===== config.mk =====
export PLATFORM = sky130hd
export DESIGN_NAME = nibble_zero_compactor
export DESIGN_NICKNAME = d
export VERILOG_FILES = /design/src/hw/rtl/nzc_pkg.sv /design/src/hw/rtl/nzc_front.sv /design/src/hw/rtl/nzc_queue.sv /design/src/hw/rtl/nzc_back.sv /design/src/hw/rtl/nibble_zero_compactor.sv
export SDC_FILE = /design/constraint.sdc
export NUM_CORES = 1
export LEC_CHECK = 0
export ABC_AREA = 1
export BUFFER_PORTS_ARGS = -buffer_cell sky130_fd_sc_hd__buf_2
export CAP_MARGIN = 20
export CORE_MARGIN = 4
export CORE_UTILIZATION = 56
export DETAILED_ROUTE_END_ITERATION = 7
export GPL_TIMING_DRIVEN = 0
export PLACE_DENSITY = 0.78
export SLEW_MARGIN = 5
export SYNTH_ARGS = -nofsm -noshare
export SYNTH_HDL_FRONTEND = slang
export SYNTH_SLANG_ARGS = --single-unit
export TNS_END_PERCENT = 30

===== constraint.sdc =====
create_clock -name clk -period 6.6 [get_ports clk]
set_input_delay 0.66 -clock clk [delete_from_list [all_inputs] [get_ports clk]]
set_output_delay 0.66 -clock clk [all_outputs]
set_load 0.02 [all_outputs]

===== src/hw/rtl/nzc_pkg.sv =====
// Package for the nibble zero compactor: sizes and the front-to-back command.
`default_nettype none
package nzc_pkg;

  localparam int MAX_WORDS = 64;
  localparam int WORD_W    = 16;
  localparam int NIB_W     = 4;
  localparam int WCNT_W    = $clog2(MAX_WORDS + 1);
  localparam int QDEPTH    = 4;
  localparam int QPTR_W    = $clog2(QDEPTH);
  localparam int QCNT_W    = $clog2(QDEPTH + 1);

  // One queued request: an optional full word, then tail_cnt tail words
  // (first is tail_word, the rest zero).
  typedef struct packed {
    logic              full_valid;
    logic [WORD_W-1:0] full_word;
    logic              is_last;
    logic [WCNT_W-1:0] tail_cnt;
    logic [WORD_W-1:0] tail_word;
  } cmd_t;

endpackage
`default_nettype wire


===== src/hw/rtl/nzc_front.sv =====
// Front end: accepts input words, drops zero nibbles and queues output requests.
`default_nettype none
module nzc_front
  import nzc_pkg::*;
(
  input  wire logic              clk,
  input  wire logic              rst_n,
  input  wire logic              in_tvalid,
  output logic                   in_tready,
  input  wire logic [WORD_W-1:0] in_tdata,   // [15:0] in_word
  input  wire logic              in_tlast,   // in_last
  input  wire logic              q_ready,
  output logic                   q_push,
  output cmd_t                   q_cmd
);

  logic [3*NIB_W-1:0] pend_r, pend_nxt;
  logic [1:0]         pcnt_r, pcnt_nxt;
  logic [WCNT_W-1:0]  win_r, win_nxt;
  logic [WCNT_W-1:0]  wout_r, wout_nxt;

  logic [WORD_W-1:0]  acc;
  logic [2:0]         cnt;
  logic               full;
  logic [WORD_W-1:0]  full_word;
  logic [NIB_W-1:0]   nib;
  logic [WCNT_W-1:0]  wi_new;
  logic               last;
  logic               accept;
  logic [WORD_W-1:0]  tail_word;

  assign in_tready = q_ready;
  assign accept    = in_tvalid && q_ready;

  // Merge the four nibbles into the pending word, most significant first
  always_comb begin
    acc       = {{NIB_W{1'b0}}, pend_r};
    cnt       = {1'b0, pcnt_r};
    full      = 1'b0;
    full_word = '0;
    nib       = '0;
    for (int i = 0; i < 4; i++) begin
      nib = in_tdata[WORD_W-1-NIB_W*i -: NIB_W];
      if (nib != '0) begin
        acc = {acc[WORD_W-NIB_W-1:0], nib};
        cnt = cnt + 3'd1;
        if (cnt == 3'd4) begin
          full      = 1'b1;
          full_word = acc;
          acc       = '0;
          cnt       = '0;
        end
      end
    end
  end

  // Left align the leftover nibbles, zero padded
  always_comb begin
    case (cnt)
      3'd1:    tail_word = {acc[NIB_W-1:0], {(3*NIB_W){1'b0}}};
      3'd2:    tail_word = {acc[2*NIB_W-1:0], {(2*NIB_W){1'b0}}};
      3'd3:    tail_word = {acc[3*NIB_W-1:0], {NIB_W{1'b0}}};
      default: tail_word = '0;
    endcase
  end

  assign wi_new = win_r + WCNT_W'(1);
  assign last   = in_tlast || (wi_new >= WCNT_W'(MAX_WORDS));

  // Build the request; tail words fill the count up to the words taken in
  always_comb begin
    q_cmd.full_valid = full;
    q_cmd.full_word  = full_word;
    q_cmd.is_last    = last;
    q_cmd.tail_cnt   = last ? (wi_new - wout_r - WCNT_W'(full)) : '0;
    q_cmd.tail_word  = tail_word;
    q_push           = accept && (full || last);
  end

  // Advance the sequence state, clear it at the end of a sequence
  always_comb begin
    pend_nxt = pend_r;
    pcnt_nxt = pcnt_r;
    win_nxt  = win_r;
    wout_nxt = wout_r;
    if (accept) begin
      if (last) begin
        pend_nxt = '0;
        pcnt_nxt = '0;
        win_nxt  = '0;
        wout_nxt = '0;
      end else begin
        pend_nxt = acc[3*NIB_W-1:0];
        pcnt_nxt = cnt[1:0];
        win_nxt  = wi_new;
        wout_nxt = wout_r + WCNT_W'(full);
      end
    end
  end

  always_ff @(posedge clk) begin
    if (!rst_n) begin
      pend_r <= '0;
      pcnt_r <= '0;
      win_r  <= '0;
      wout_r <= '0;
    end else begin
      pend_r <= pend_nxt;
      pcnt_r <= pcnt_nxt;
      win_r  <= win_nxt;
      wout_r <= wout_nxt;
    end
  end

endmodule
`default_nettype wire


===== src/hw/rtl/nzc_queue.sv =====
// Request queue between the front end and the output sequencer.
`default_nettype none
module nzc_queue
  import nzc_pkg::*;
(
  input  wire logic clk,
  input  wire logic rst_n,
  input  wire logic push,
  input  wire cmd_t push_cmd,
  output logic      push_ready,
  output logic      head_valid,
  output cmd_t      head_cmd,
  input  wire logic pop
);

  cmd_t              mem [QDEPTH];
  logic [QPTR_W-1:0] wr_ptr_r, wr_ptr_nxt;
  logic [QPTR_W-1:0] rd_ptr_r, rd_ptr_nxt;
  logic [QCNT_W-1:0] count_r, count_nxt;
  logic              do_push;
  logic              do_pop;

  assign push_ready = (count_r != QCNT_W'(QDEPTH));
  assign head_valid = (count_r != '0);
  assign head_cmd   = mem[rd_ptr_r];
  assign do_push    = push && push_ready;
  assign do_pop     = pop && head_valid;

  // Advance pointers and occupancy
  always_comb begin
    wr_ptr_nxt = wr_ptr_r + QPTR_W'(do_push);
    rd_ptr_nxt = rd_ptr_r + QPTR_W'(do_pop);
    count_nxt  = count_r + QCNT_W'(do_push) - QCNT_W'(do_pop);
  end

  always_ff @(posedge clk) begin
    if (!rst_n) begin
      wr_ptr_r <= '0;
      rd_ptr_r <= '0;
      count_r  <= '0;
    end else begin
      wr_ptr_r <= wr_ptr_nxt;
      rd_ptr_r <= rd_ptr_nxt;
      count_r  <= count_nxt;
    end
  end

  // Store the request
  always_ff @(posedge clk) begin
    if (do_push) begin
      mem[wr_ptr_r] <= push_cmd;
    end
  end

endmodule
`default_nettype wire


===== src/hw/rtl/nzc_back.sv =====
// Output sequencer: expands queued requests into output words.
`default_nettype none
module nzc_back
  import nzc_pkg::*;
(
  input  wire logic              clk,
  input  wire logic              rst_n,
  input  wire logic              head_valid,
  input  wire cmd_t              head_cmd,
  output logic                   pop,
  output logic                   out_tvalid,
  input  wire logic              out_tready,
  output logic [WORD_W-1:0]      out_tdata,  // [15:0] out_word
  output logic                   out_tlast   // out_last
);

  logic              out_valid_r, out_valid_nxt;
  logic [WORD_W-1:0] out_data_r, out_data_nxt;
  logic              out_last_r, out_last_nxt;
  logic              done_full_r, done_full_nxt;
  logic [WCNT_W-1:0] sent_r, sent_nxt;
  logic              advance;
  logic              tail_end;

  assign out_tvalid = out_valid_r;
  assign out_tdata  = out_data_r;
  assign out_tlast  = out_last_r;

  assign advance  = !out_valid_r || out_tready;
  assign tail_end = (sent_r == head_cmd.tail_cnt - WCNT_W'(1));

  // Unless stalled, emit one head word per cycle; pop with the final one
  always_comb begin
    out_valid_nxt = out_valid_r && !out_tready;
    out_data_nxt  = out_data_r;
    out_last_nxt  = out_last_r;
    done_full_nxt = done_full_r;
    sent_nxt      = sent_r;
    pop           = 1'b0;
    if (head_valid && advance) begin
      out_valid_nxt = 1'b1;
      if (head_cmd.full_valid && !done_full_r) begin
        out_data_nxt = head_cmd.full_word;
        out_last_nxt = head_cmd.is_last && (head_cmd.tail_cnt == '0);
        if (head_cmd.tail_cnt == '0) begin
          pop = 1'b1;
        end else begin
          done_full_nxt = 1'b1;
        end
      end else begin
        out_data_nxt = (sent_r == '0) ? head_cmd.tail_word : '0;
        out_last_nxt = head_cmd.is_last && tail_end;
        if (tail_end) begin
          pop           = 1'b1;
          done_full_nxt = 1'b0;
          sent_nxt      = '0;
        end else begin
          sent_nxt = sent_r + WCNT_W'(1);
        end
      end
    end
  end

  always_ff @(posedge clk) begin
    if (!rst_n) begin
      out_valid_r <= 1'b0;
      out_last_r  <= 1'b0;
      done_full_r <= 1'b0;
      sent_r      <= '0;
    end else begin
      out_valid_r <= out_valid_nxt;
      out_last_r  <= out_last_nxt;
      done_full_r <= done_full_nxt;
      sent_r      <= sent_nxt;
    end
  end

  // Hold payload until taken
  always_ff @(posedge clk) begin
    out_data_r <= out_data_nxt;
  end

endmodule
`default_nettype wire


===== src/hw/rtl/nibble_zero_compactor.sv =====
// Top level of the nibble zero compactor.
//
// Input stream: in_tdata carries a 16-bit word of four nibbles (first nibble
// in bits 15..12), in_tlast marks the final word of a sequence. Output stream:
// out_tdata carries compacted words with the non-zero nibbles packed from bits
// 15..12, out_tlast marks the final output word of the sequence. Each sequence
// gives exactly as many output words as input words; the 64th word of a
// sequence ends it even without in_tlast.
// With the queue empty, a completed word is written into a queue entry and
// then into the output register, which drives out_tvalid.
// Throughput: one input word per cycle. A last word expands into as many as
// 64 output words, one per cycle from the output sequencer while the receiver
// takes them; a four-entry request queue lets the input side run on meanwhile
// and in_tready falls only when that queue is full.
// Reset (rst_n low, synchronous) empties the queue, drops any pending nibbles
// and starts a new sequence. When the receiver stalls, the output word holds
// and the queue fills, then in_tready drops.
`default_nettype none
module nibble_zero_compactor
  import nzc_pkg::*;
(
  input  wire logic              clk,
  input  wire logic              rst_n,
  input  wire logic              in_tvalid,
  output logic                   in_tready,
  input  wire logic [WORD_W-1:0] in_tdata,   // [15:0] in_word
  input  wire logic              in_tlast,   // in_last
  output logic                   out_tvalid,
  input  wire logic              out_tready,
  output logic [WORD_W-1:0]      out_tdata,  // [15:0] out_word
  output logic                   out_tlast   // out_last
);

  logic q_ready;
  logic q_push;
  cmd_t q_cmd;
  logic head_valid;
  cmd_t head_cmd;
  logic pop;

  nzc_front u_front (
    .clk       (clk),
    .rst_n     (rst_n),
    .in_tvalid (in_tvalid),
    .in_tready (in_tready),
    .in_tdata  (in_tdata),
    .in_tlast  (in_tlast),
    .q_ready   (q_ready),
    .q_push    (q_push),
    .q_cmd     (q_cmd)
  );

  nzc_queue u_queue (
    .clk        (clk),
    .rst_n      (rst_n),
    .push       (q_push),
    .push_cmd   (q_cmd),
    .push_ready (q_ready),
    .head_valid (head_valid),
    .head_cmd   (head_cmd),
    .pop        (pop)
  );

  nzc_back u_back (
    .clk        (clk),
    .rst_n      (rst_n),
    .head_valid (head_valid),
    .head_cmd   (head_cmd),
    .pop        (pop),
    .out_tvalid (out_tvalid),
    .out_tready (out_tready),
    .out_tdata  (out_tdata),
    .out_tlast  (out_tlast)
  );

endmodule
`default_nettype wire


==> results.md, run 1 <==
* Wire length per cell at 17.9 µm
* CP max stage delay at 0.46 ns
* Largest fanout on the critical path at 10
* Hold Path Origin: u_front.win_r[6]
* Slowest stage cell, crit path: dfxtp_1
* CTS Buf Count at 23
* Final Power at 0.00430 W
* Initial drt markers at 740
* Power Density at 365 nW/µm²
* Vias at 8350
* Slew Limit Headroom at 40.1%
* Synthesized area per cell at 9.37 µm²
* H-tree depth at 1
* Crit path required time at 6.88 ns
* Final setup fails at 0
* Final core utilization at 65.2%
* # rows at 49
* Max-Cap Viols at 0
* Fin. Hold Viols at 0
* Top-count cell post-synth: nand2_1
* Die Ht at 144 µm
* Residual DRC at 0
* Post-route antenna net violation count at 0
* Initial Utilization at 57.4%
* Synth Register Bits at 209
* Ys async rst share at 0%
* Post-synth top cells: nand2_1 (236), edfxtp_1 (164), nor2_1 (115)
* Final instance area at 11800 µm²
* Comb pwr share at 28.0%
* Final global-route overflow total at 0
* Top cells by area, synth: edfxtp_1 (47%), dfxtp_1 (8.7%), nand2_1 (8.5%)
* Clk pin slew, worst setup/hold paths at 0.06 ns
* Placed Area at 11000 µm²
* EDFF count, synth at 164
* Largest net degree at the start of global routing at 18
* Final WL at 25700 µm
* Share of layout cells above drive strength 1 at 12.2%
* Type of the most critical hold path: reg2reg
* Total track usage at 24.5%
* Peak VDD IR at 176 µV
* Top FF cell, synth: edfxtp_1
* PortBufs at 39
* Vias in the first global route at 7704
* Slew Limit Fails at 0
* Root Buffer Master: clkbuf_16
* Yosys cell types at 48
* Cell Area, Synth at 10400 µm²
* Worst slew pin tran at 0.894 ns
* Die Wd at 144 µm
* Post-CTS sizing at 0
* CTS tree: done
* Vias per cell at 5.83
* Crit start category: register
* Crit path DAT at 6.10 ns
* CP endpoint kind: register
* Clock power frac at 29.7%
* Setup crit start: u_front.pcnt_r[0]
* Sw Share at 33.1%
* Internal power at 0.00288 W
* Yosys top cell area share at 47.5%
* Detailed Place HPWL at 18700 µm
* Core Area at 18100 µm²
* Synth Net Count at 1160
* Routability cong. at 0.962
* Crit path time final at 5.82 ns
* Largest area contributor in the netlist: edfxtp_1
* RSZ-0062 raised after global routing: no
* Fin crit share at 88.2%
* Inst Count DP at 1391
* Hold_buf cts at 0
* Post-CTS setup buffer count at 0
* CTS max path bufs at 3
* Clock Sinks at 209
* Maximum clock rate at 0.172 GHz
* Ys Warns at 0
* Mapped Cells at 1107
* Initial antenna violation count at 0
* Nets@finish at 1240
* Initial DRT Pass Iterations at 5
* P&R area growth vs syn at 13.7%
* Critical path class: reg2reg
* Clk Latency, worst-skew pair at 0.51 ns
* Top cell by count, worst path: ha_1
* Flop pwr share at 42.3%
* Post-Route Setup TNS at 0 ns
* Status: complete, no violations
* Die area at 20800 µm²
* N_diodes at 0
* First-pass GRT wire length at 40000 µm
* Clock Skews at 0.00923 ns
* Worst flop-to-flop path startpoint: u_front.pcnt_r[0]
* Switching power total at 0.00142 W
* Static leakage at 4.73 nW
* Non-filler instance count after layout at 1433
* Post-synthesis sequential area ratio at 56.1%
* I/O Pins at 40
-- cell type report --
class	count	area [µm²]
multi-input combinational	741	3950
sequential	209	5830
inverter	114	428
tap	229	287
timing repair buffer	55	357
clock inverter	14	151
fill	1382	6290
buffer	43	194
clock buffer	28	604
-- power by group through the flow --
stage                     clock (W)  combinational, W  sequential (W)
after detailed placement          0           0.00119         0.00185
after floorplan                   0          0.000712         0.00192
after global routing        0.00135           0.00134         0.00184
after global placement            0           0.00111         0.00186
after CTS                   0.00128           0.00119         0.00182
final                       0.00128           0.00120         0.00182
-- state kept, by name, summed over array words and instances (netlist names), 2 cells and up --
signal and cells:
u_back.sent_r 7, u_queue.mem 148, u_back.out_tdata 16, u_front.wout_r 7, u_front.win_r 7, u_queue.count_r 3
u_front.pend_r 12, u_queue.wr_ptr_r 2, u_front.pcnt_r 2, u_queue.rd_ptr_r 2
-- path summary, 6_finish.rpt --
| path | depth (start not counted) | slack, ns | end |
|---|---|---|---|
| setup / recovery | 31 | 0.78 | u_queue.mem[0][21] |
| setup reg to reg | 31 | 0.78 | u_queue.mem[0][21] |
| hold reg to reg | 2 | 0.45 | u_front.win_r[6] |
| hold / removal | 2 | 0.45 | u_front.win_r[6] |
-- layout by cell type (no fill, tap or decap), types with 8 or more instances in the layout --
master       n
a21oi_1     35
a22oi_1      8
buf_2       47
buf_4        9
buf_6        9
clkbuf_1    31
clkbuf_16   23
dfxtp_1     45
edfxtp_1   164
ha_1        30
inv_1      105
nand2_1    236
nand2_2     10
nand3_1     61
nor2_1     114
o211ai_1    12
o21ai_0    104
o21ai_1     11
o22ai_1     35
xor2_1      15
-- metal layers --
metal / global-route usage [%] / routed length [µm]
met2: 40.5 / 12200
met5: 0 / 0
met4: 7.41 / 664
met1: 34.0 / 10900
met3: 3.31 / 1920
-- per-stage QoR --
step                      setup WS (ns)  hold slack (ns)
after global placement            -2.18            0.433
after floorplan                   0.290            0.427
after detailed placement          0.561            0.440
after CTS                         0.805            0.436
after global routing              0.313            0.475
final                             0.777            0.450
-- critical path, delay by kind of cell, from the launching register on --
family                   cells  cell delay [ns]
adder cells (fa/ha/maj)      8             2.24
buffers and inverters        6             0.96
AO/OA/AOI/OAI                6             0.90
AND/OR/NAND/NOR             11             1.04
flip-flops                   1             0.46
-- logic make-up (layout without fill, tap and decap cells) --
| kind of cell | Yosys count | after routing | share of synthesized area, % |
|---|---|---|---|
| xor gates and xnor gates | 19 | 19 | 1.60 |
| adders and majority gates | 32 | 32 | 4.00 |
| and+or+nand+nor | 459 | 459 | 19.2 |
| AOI/OAI and AO/OA | 230 | 230 | 12.9 |
| DFF | 209 | 209 | 56.1 |
| muxes | 1 | 1 | 0.217 |
| buffers and inverters | 157 | 254 | 5.99 |
(Power assumes the default switching activity.)
==> run 2, diff against run 1 <==
Settings changed: ABC_AREA 1 to unset.
==> run 2 against run 1 <==
Effect of this change:
- largest power group unchanged
- synthesized area down 2.3%
- setup slack worse by 0.19 ns
- power up 1.1%
==> results.md, run 2 <==
* Clock Sinks at 209 (unchanged)
* Total track usage at 23.1% (was 24.5%)
* Top cells by area, synth: edfxtp_1 (49%), dfxtp_1 (8.9%), mux4_2 (8.2%) (was edfxtp_1 (47%), dfxtp_1 (8.7%), nand2_1 (8.5%))
* Initial DRT Pass Iterations at 5 (unchanged)
* Core Area at 17500 µm² (was 18100 µm²)
* Filler Cells Inserted at 1264 (was 1382)
* CTS max path bufs at 3 (unchanged)
* Top-count cell post-synth: edfxtp_1 (was nand2_1)
* Post-route antenna net violation count at 0 (unchanged)
* Vias per cell at 6.18 (was 5.83)
* Fin crit share at 91.1% (was 88.2%)
* R2r setup slk at 0.59 ns (was 0.78 ns)
* Hold_buf cts at 0 (unchanged)
* Yosys cell types at 71 (was 48)
* N_diodes at 0 (unchanged)
* Detailed Place HPWL at 16600 µm (was 18700 µm)
* Power Density at 378 nW/µm² (was 365 nW/µm²)
* Max reg flops at 148 (unchanged)
* Slew Limit Headroom at 31.2% (was 40.1%)
* Crit path DAT at 6.26 ns (was 6.10 ns)
* EDFF count, synth at 164 (unchanged)
* Nets@finish at 919 (was 1240)
* RSZ-0062 raised after global routing: no (unchanged)
* Final WS setup at 0.591 ns (was 0.777 ns)
* Critical path class: reg2reg (unchanged)
* Worst flop-to-flop path startpoint: u_front.pcnt_r[0] (unchanged)
* Synthesized area per cell at 12.8 µm² (was 9.37 µm²)
* Largest register by flop count: u_queue.mem (unchanged)
* Worst slew pin tran at 1.02 ns (was 0.894 ns)
* Final WL at 23100 µm (was 25700 µm)
* Synth Register Bits at 209 (unchanged)
* Share of layout cells above drive strength 1 at 16.8% (was 12.2%)
* Final setup fails at 0 (unchanged)
* Vias at 6839 (was 8350)
* I/O Pins at 40 (unchanged)
* Largest fanout on the critical path at 10 (unchanged)
* CP max stage delay at 0.46 ns (about the same)
* CTS tree: done (unchanged)
* Post-Place Setup Slack at 0.164 ns (was 0.561 ns)
* CP endpoint kind: register (unchanged)
* PortBufs at 39 (unchanged)
* Post-CTS setup buffer count at 0 (unchanged)
* Slowest stage cell, crit path: dfxtp_1 (unchanged)
* Clock Skews at 0.0214 ns (was 0.00923 ns)
* P&R area growth vs syn at 13.6% (was 13.7%)
* Post-Route Setup TNS at 0 ns (unchanged)
* Residual DRC at 0 (unchanged)
* Type of the most critical hold path: in2reg (was reg2reg)
* Ys Warns at 0 (unchanged)
* Root Buffer Master: clkbuf_16 (unchanged)
* Peak VDD IR at 225 µV (was 176 µV)
* Reg2reg end: u_queue.mem[0][22] (was u_queue.mem[0][21])
* Clk Latency, worst-skew pair at 0.50 ns (was 0.51 ns)
* Multi-input gate area at 4030 µm² (was 3950 µm²)
* # rows at 48 (was 49)
* Vias in the first global route at 6679 (was 7704)
* Initial Utilization at 57.8% (was 57.4%)
* Initial drt markers at 652 (was 740)
* Die area at 20300 µm² (was 20800 µm²)
* Final global-route overflow total at 0 (unchanged)
* Wire length per cell at 20.9 µm (was 17.9 µm)
* Status: complete, no violations (unchanged)
* Routability cong. at 0.982 (was 0.962)
* Maximum clock rate at 0.166 GHz (was 0.172 GHz)
* Final instance area at 11500 µm² (was 11800 µm²)
* Clk pin slew, worst setup/hold paths at 0.06 ns (about the same)
* Ys async rst share at 0% (unchanged)
* Placed Area at 10800 µm² (was 11000 µm²)
* H-tree depth at 1 (unchanged)
* Static leakage at 4.00 nW (was 4.73 nW)
* Cell Area, Synth at 10100 µm² (was 10400 µm²)
* Commonest non-fill, non-tap cells in the layout: edfxtp_1 (164), nand2_1 (59), nor2_1 (57) (was nand2_1 (236), edfxtp_1 (164), nor2_1 (114))
* Most common cell after layout, fill and taps aside: edfxtp_1 (was nand2_1)
* Hold Path Origin: out_tready (was u_front.win_r[6])
* Fin. Hold Viols at 0 (unchanged)
* Crit path required time at 6.86 ns (was 6.88 ns)
* Crit path time final at 6.01 ns (was 5.82 ns)
* Post-CTS sizing at 0 (unchanged)
* Mapped Cells at 793 (was 1107)
* Post-synth top cells: edfxtp_1 (164), nand2_1 (59), nor2_1 (58) (was nand2_1 (236), edfxtp_1 (164), nor2_1 (115))
* Top FF cell, synth: edfxtp_1 (unchanged)
* Initial antenna violation count at 0 (unchanged)
* Die Ht at 143 µm (was 144 µm)
* Yosys top cell area share at 48.6% (was 47.5%)
* CTS Buf Count at 23 (unchanged)
* Synth Net Count at 846 (was 1160)
* WHS Endpoint: u_back.out_tvalid (was u_front.win_r[6])
* Worst hold path depth at 4 (was 2)
* Largest net degree at the start of global routing at 28 (was 18)
* Die Wd at 143 µm (was 144 µm)
* Top cell by count, worst path: ha_1 (unchanged)
* Slew Limit Fails at 0 (unchanged)
* Path depth of the worst reg2reg path at 28 (was 31)
* Post-synthesis sequential area ratio at 57.4% (was 56.1%)
* First-pass GRT wire length at 36600 µm (was 40000 µm)
* FF+latch area at 5830 µm² (unchanged)
* Crit start category: register (unchanged)
* Largest area contributor in the netlist: edfxtp_1 (unchanged)
* Max-Cap Viols at 0 (unchanged)
-- run 2: cell count changes after synthesis, sizes merged, moves of 15 or more --
| cell | before | now |
|---|---|---|
| a2bb2oi | 1 | 16 |
| inv | 112 | 38 |
| mux4 | 0 | 37 |
| nand2 | 248 | 59 |
| nand3 | 62 | 19 |
| nor2 | 121 | 58 |
| nor2b | 0 | 19 |
| o21ai | 120 | 30 |
| xnor2 | 4 | 21 |
-- run 2: area by class of cell --
type                       count  share of cell area, %
tap                          225                   2.44
sequential                   209                   50.6
clock inverter                12                   1.23
inverter                      38                   1.24
multi-input combinational    503                   35.0
clock buffer                  28                   5.16
buffer                        43                   1.51
timing repair buffer          48                   2.90
-- run 2: power breakdown --
part / internal [W] / leakage [nW] / switching [W] / total [W]
sequential: 0.00177 / 1.90 / 0.0000732 / 0.00185
combinational: 0.000458 / 1.75 / 0.000804 / 0.00126
clock: 0.000758 / 0.352 / 0.000486 / 0.00124
-- run 2: cells by family (layout without fill, tap and decap cells) --
| kind of cell | after synthesis | count (layout) | share of synthesized area (%) |
|---|---|---|---|
| buffers and inverters | 81 | 169 | 3.12 |
| and+or+nand+nor | 225 | 225 | 11.3 |
| AOI/OAI and AO/OA | 164 | 164 | 11.3 |
| adders and majority gates | 32 | 32 | 4.10 |
| DFF | 209 | 209 | 57.4 |
| xor gates and xnor gates | 34 | 34 | 3.31 |
| muxes | 48 | 48 | 9.36 |
-- run 2: worst max path at each step --
stage / from / endpoint / slack, ns / depth (start not counted)
2_1_floorplan: in_tdata[13] / u_queue.mem[0][10] / 0.18 / 16
3_3_place_gp: in_tdata[13] / u_queue.mem[0][31] / -2.27 / 17
3_5_place_dp: in_tdata[13] / u_queue.mem[1][22] / 0.16 / 28
4_1_cts: u_front.pcnt_r[0] / u_queue.mem[1][22] / 0.62 / 28
5_1_grt: u_front.pcnt_r[0] / u_queue.mem[3][22] / 0.11 / 28
6_report: u_front.pcnt_r[0] / u_queue.mem[0][22] / 0.59 / 28
-- run 2: metal layers --
| metal | part of all wire (%) | up-vias | global-route usage, % |
|---|---|---|---|
| met1 | 43 | 3363 | 33.8 |
| met2 | 48 | 273 | 36.8 |
| li1 | - | 3162 | - |
| met3 | 6.7 | 41 | 2.69 |
| met4 | 2.5 | 0 | 6.75 |
| met5 | 0 | - | 0 |
-- run 2: metrics by stage --
step	utilization, %	total power (W)	cells	hold slack [ns]
2_1_floorplan	-	0.00270	793	0.449
3_3_place_gp	60.6	0.00303	1057	0.457
3_5_place_dp	61.5	0.00311	1066	0.465
4_1_cts	65.7	0.00436	1106	0.445
5_1_grt	65.7	0.00456	1106	0.483
6_report	65.7	0.00435	1106	0.459
-- run 2: worst max-delay path: cells and delay by family (launching register included) --
kind / cells / cell delay, ns
AO/OA/AOI/OAI: 6 / 1.23
XOR/XNOR: 1 / 0.13
adder cells (fa/ha/maj): 8 / 1.77
buffers and inverters: 5 / 0.63
flip-flops: 1 / 0.46
multiplexers: 1 / 0.31
AND/OR/NAND/NOR: 7 / 1.22
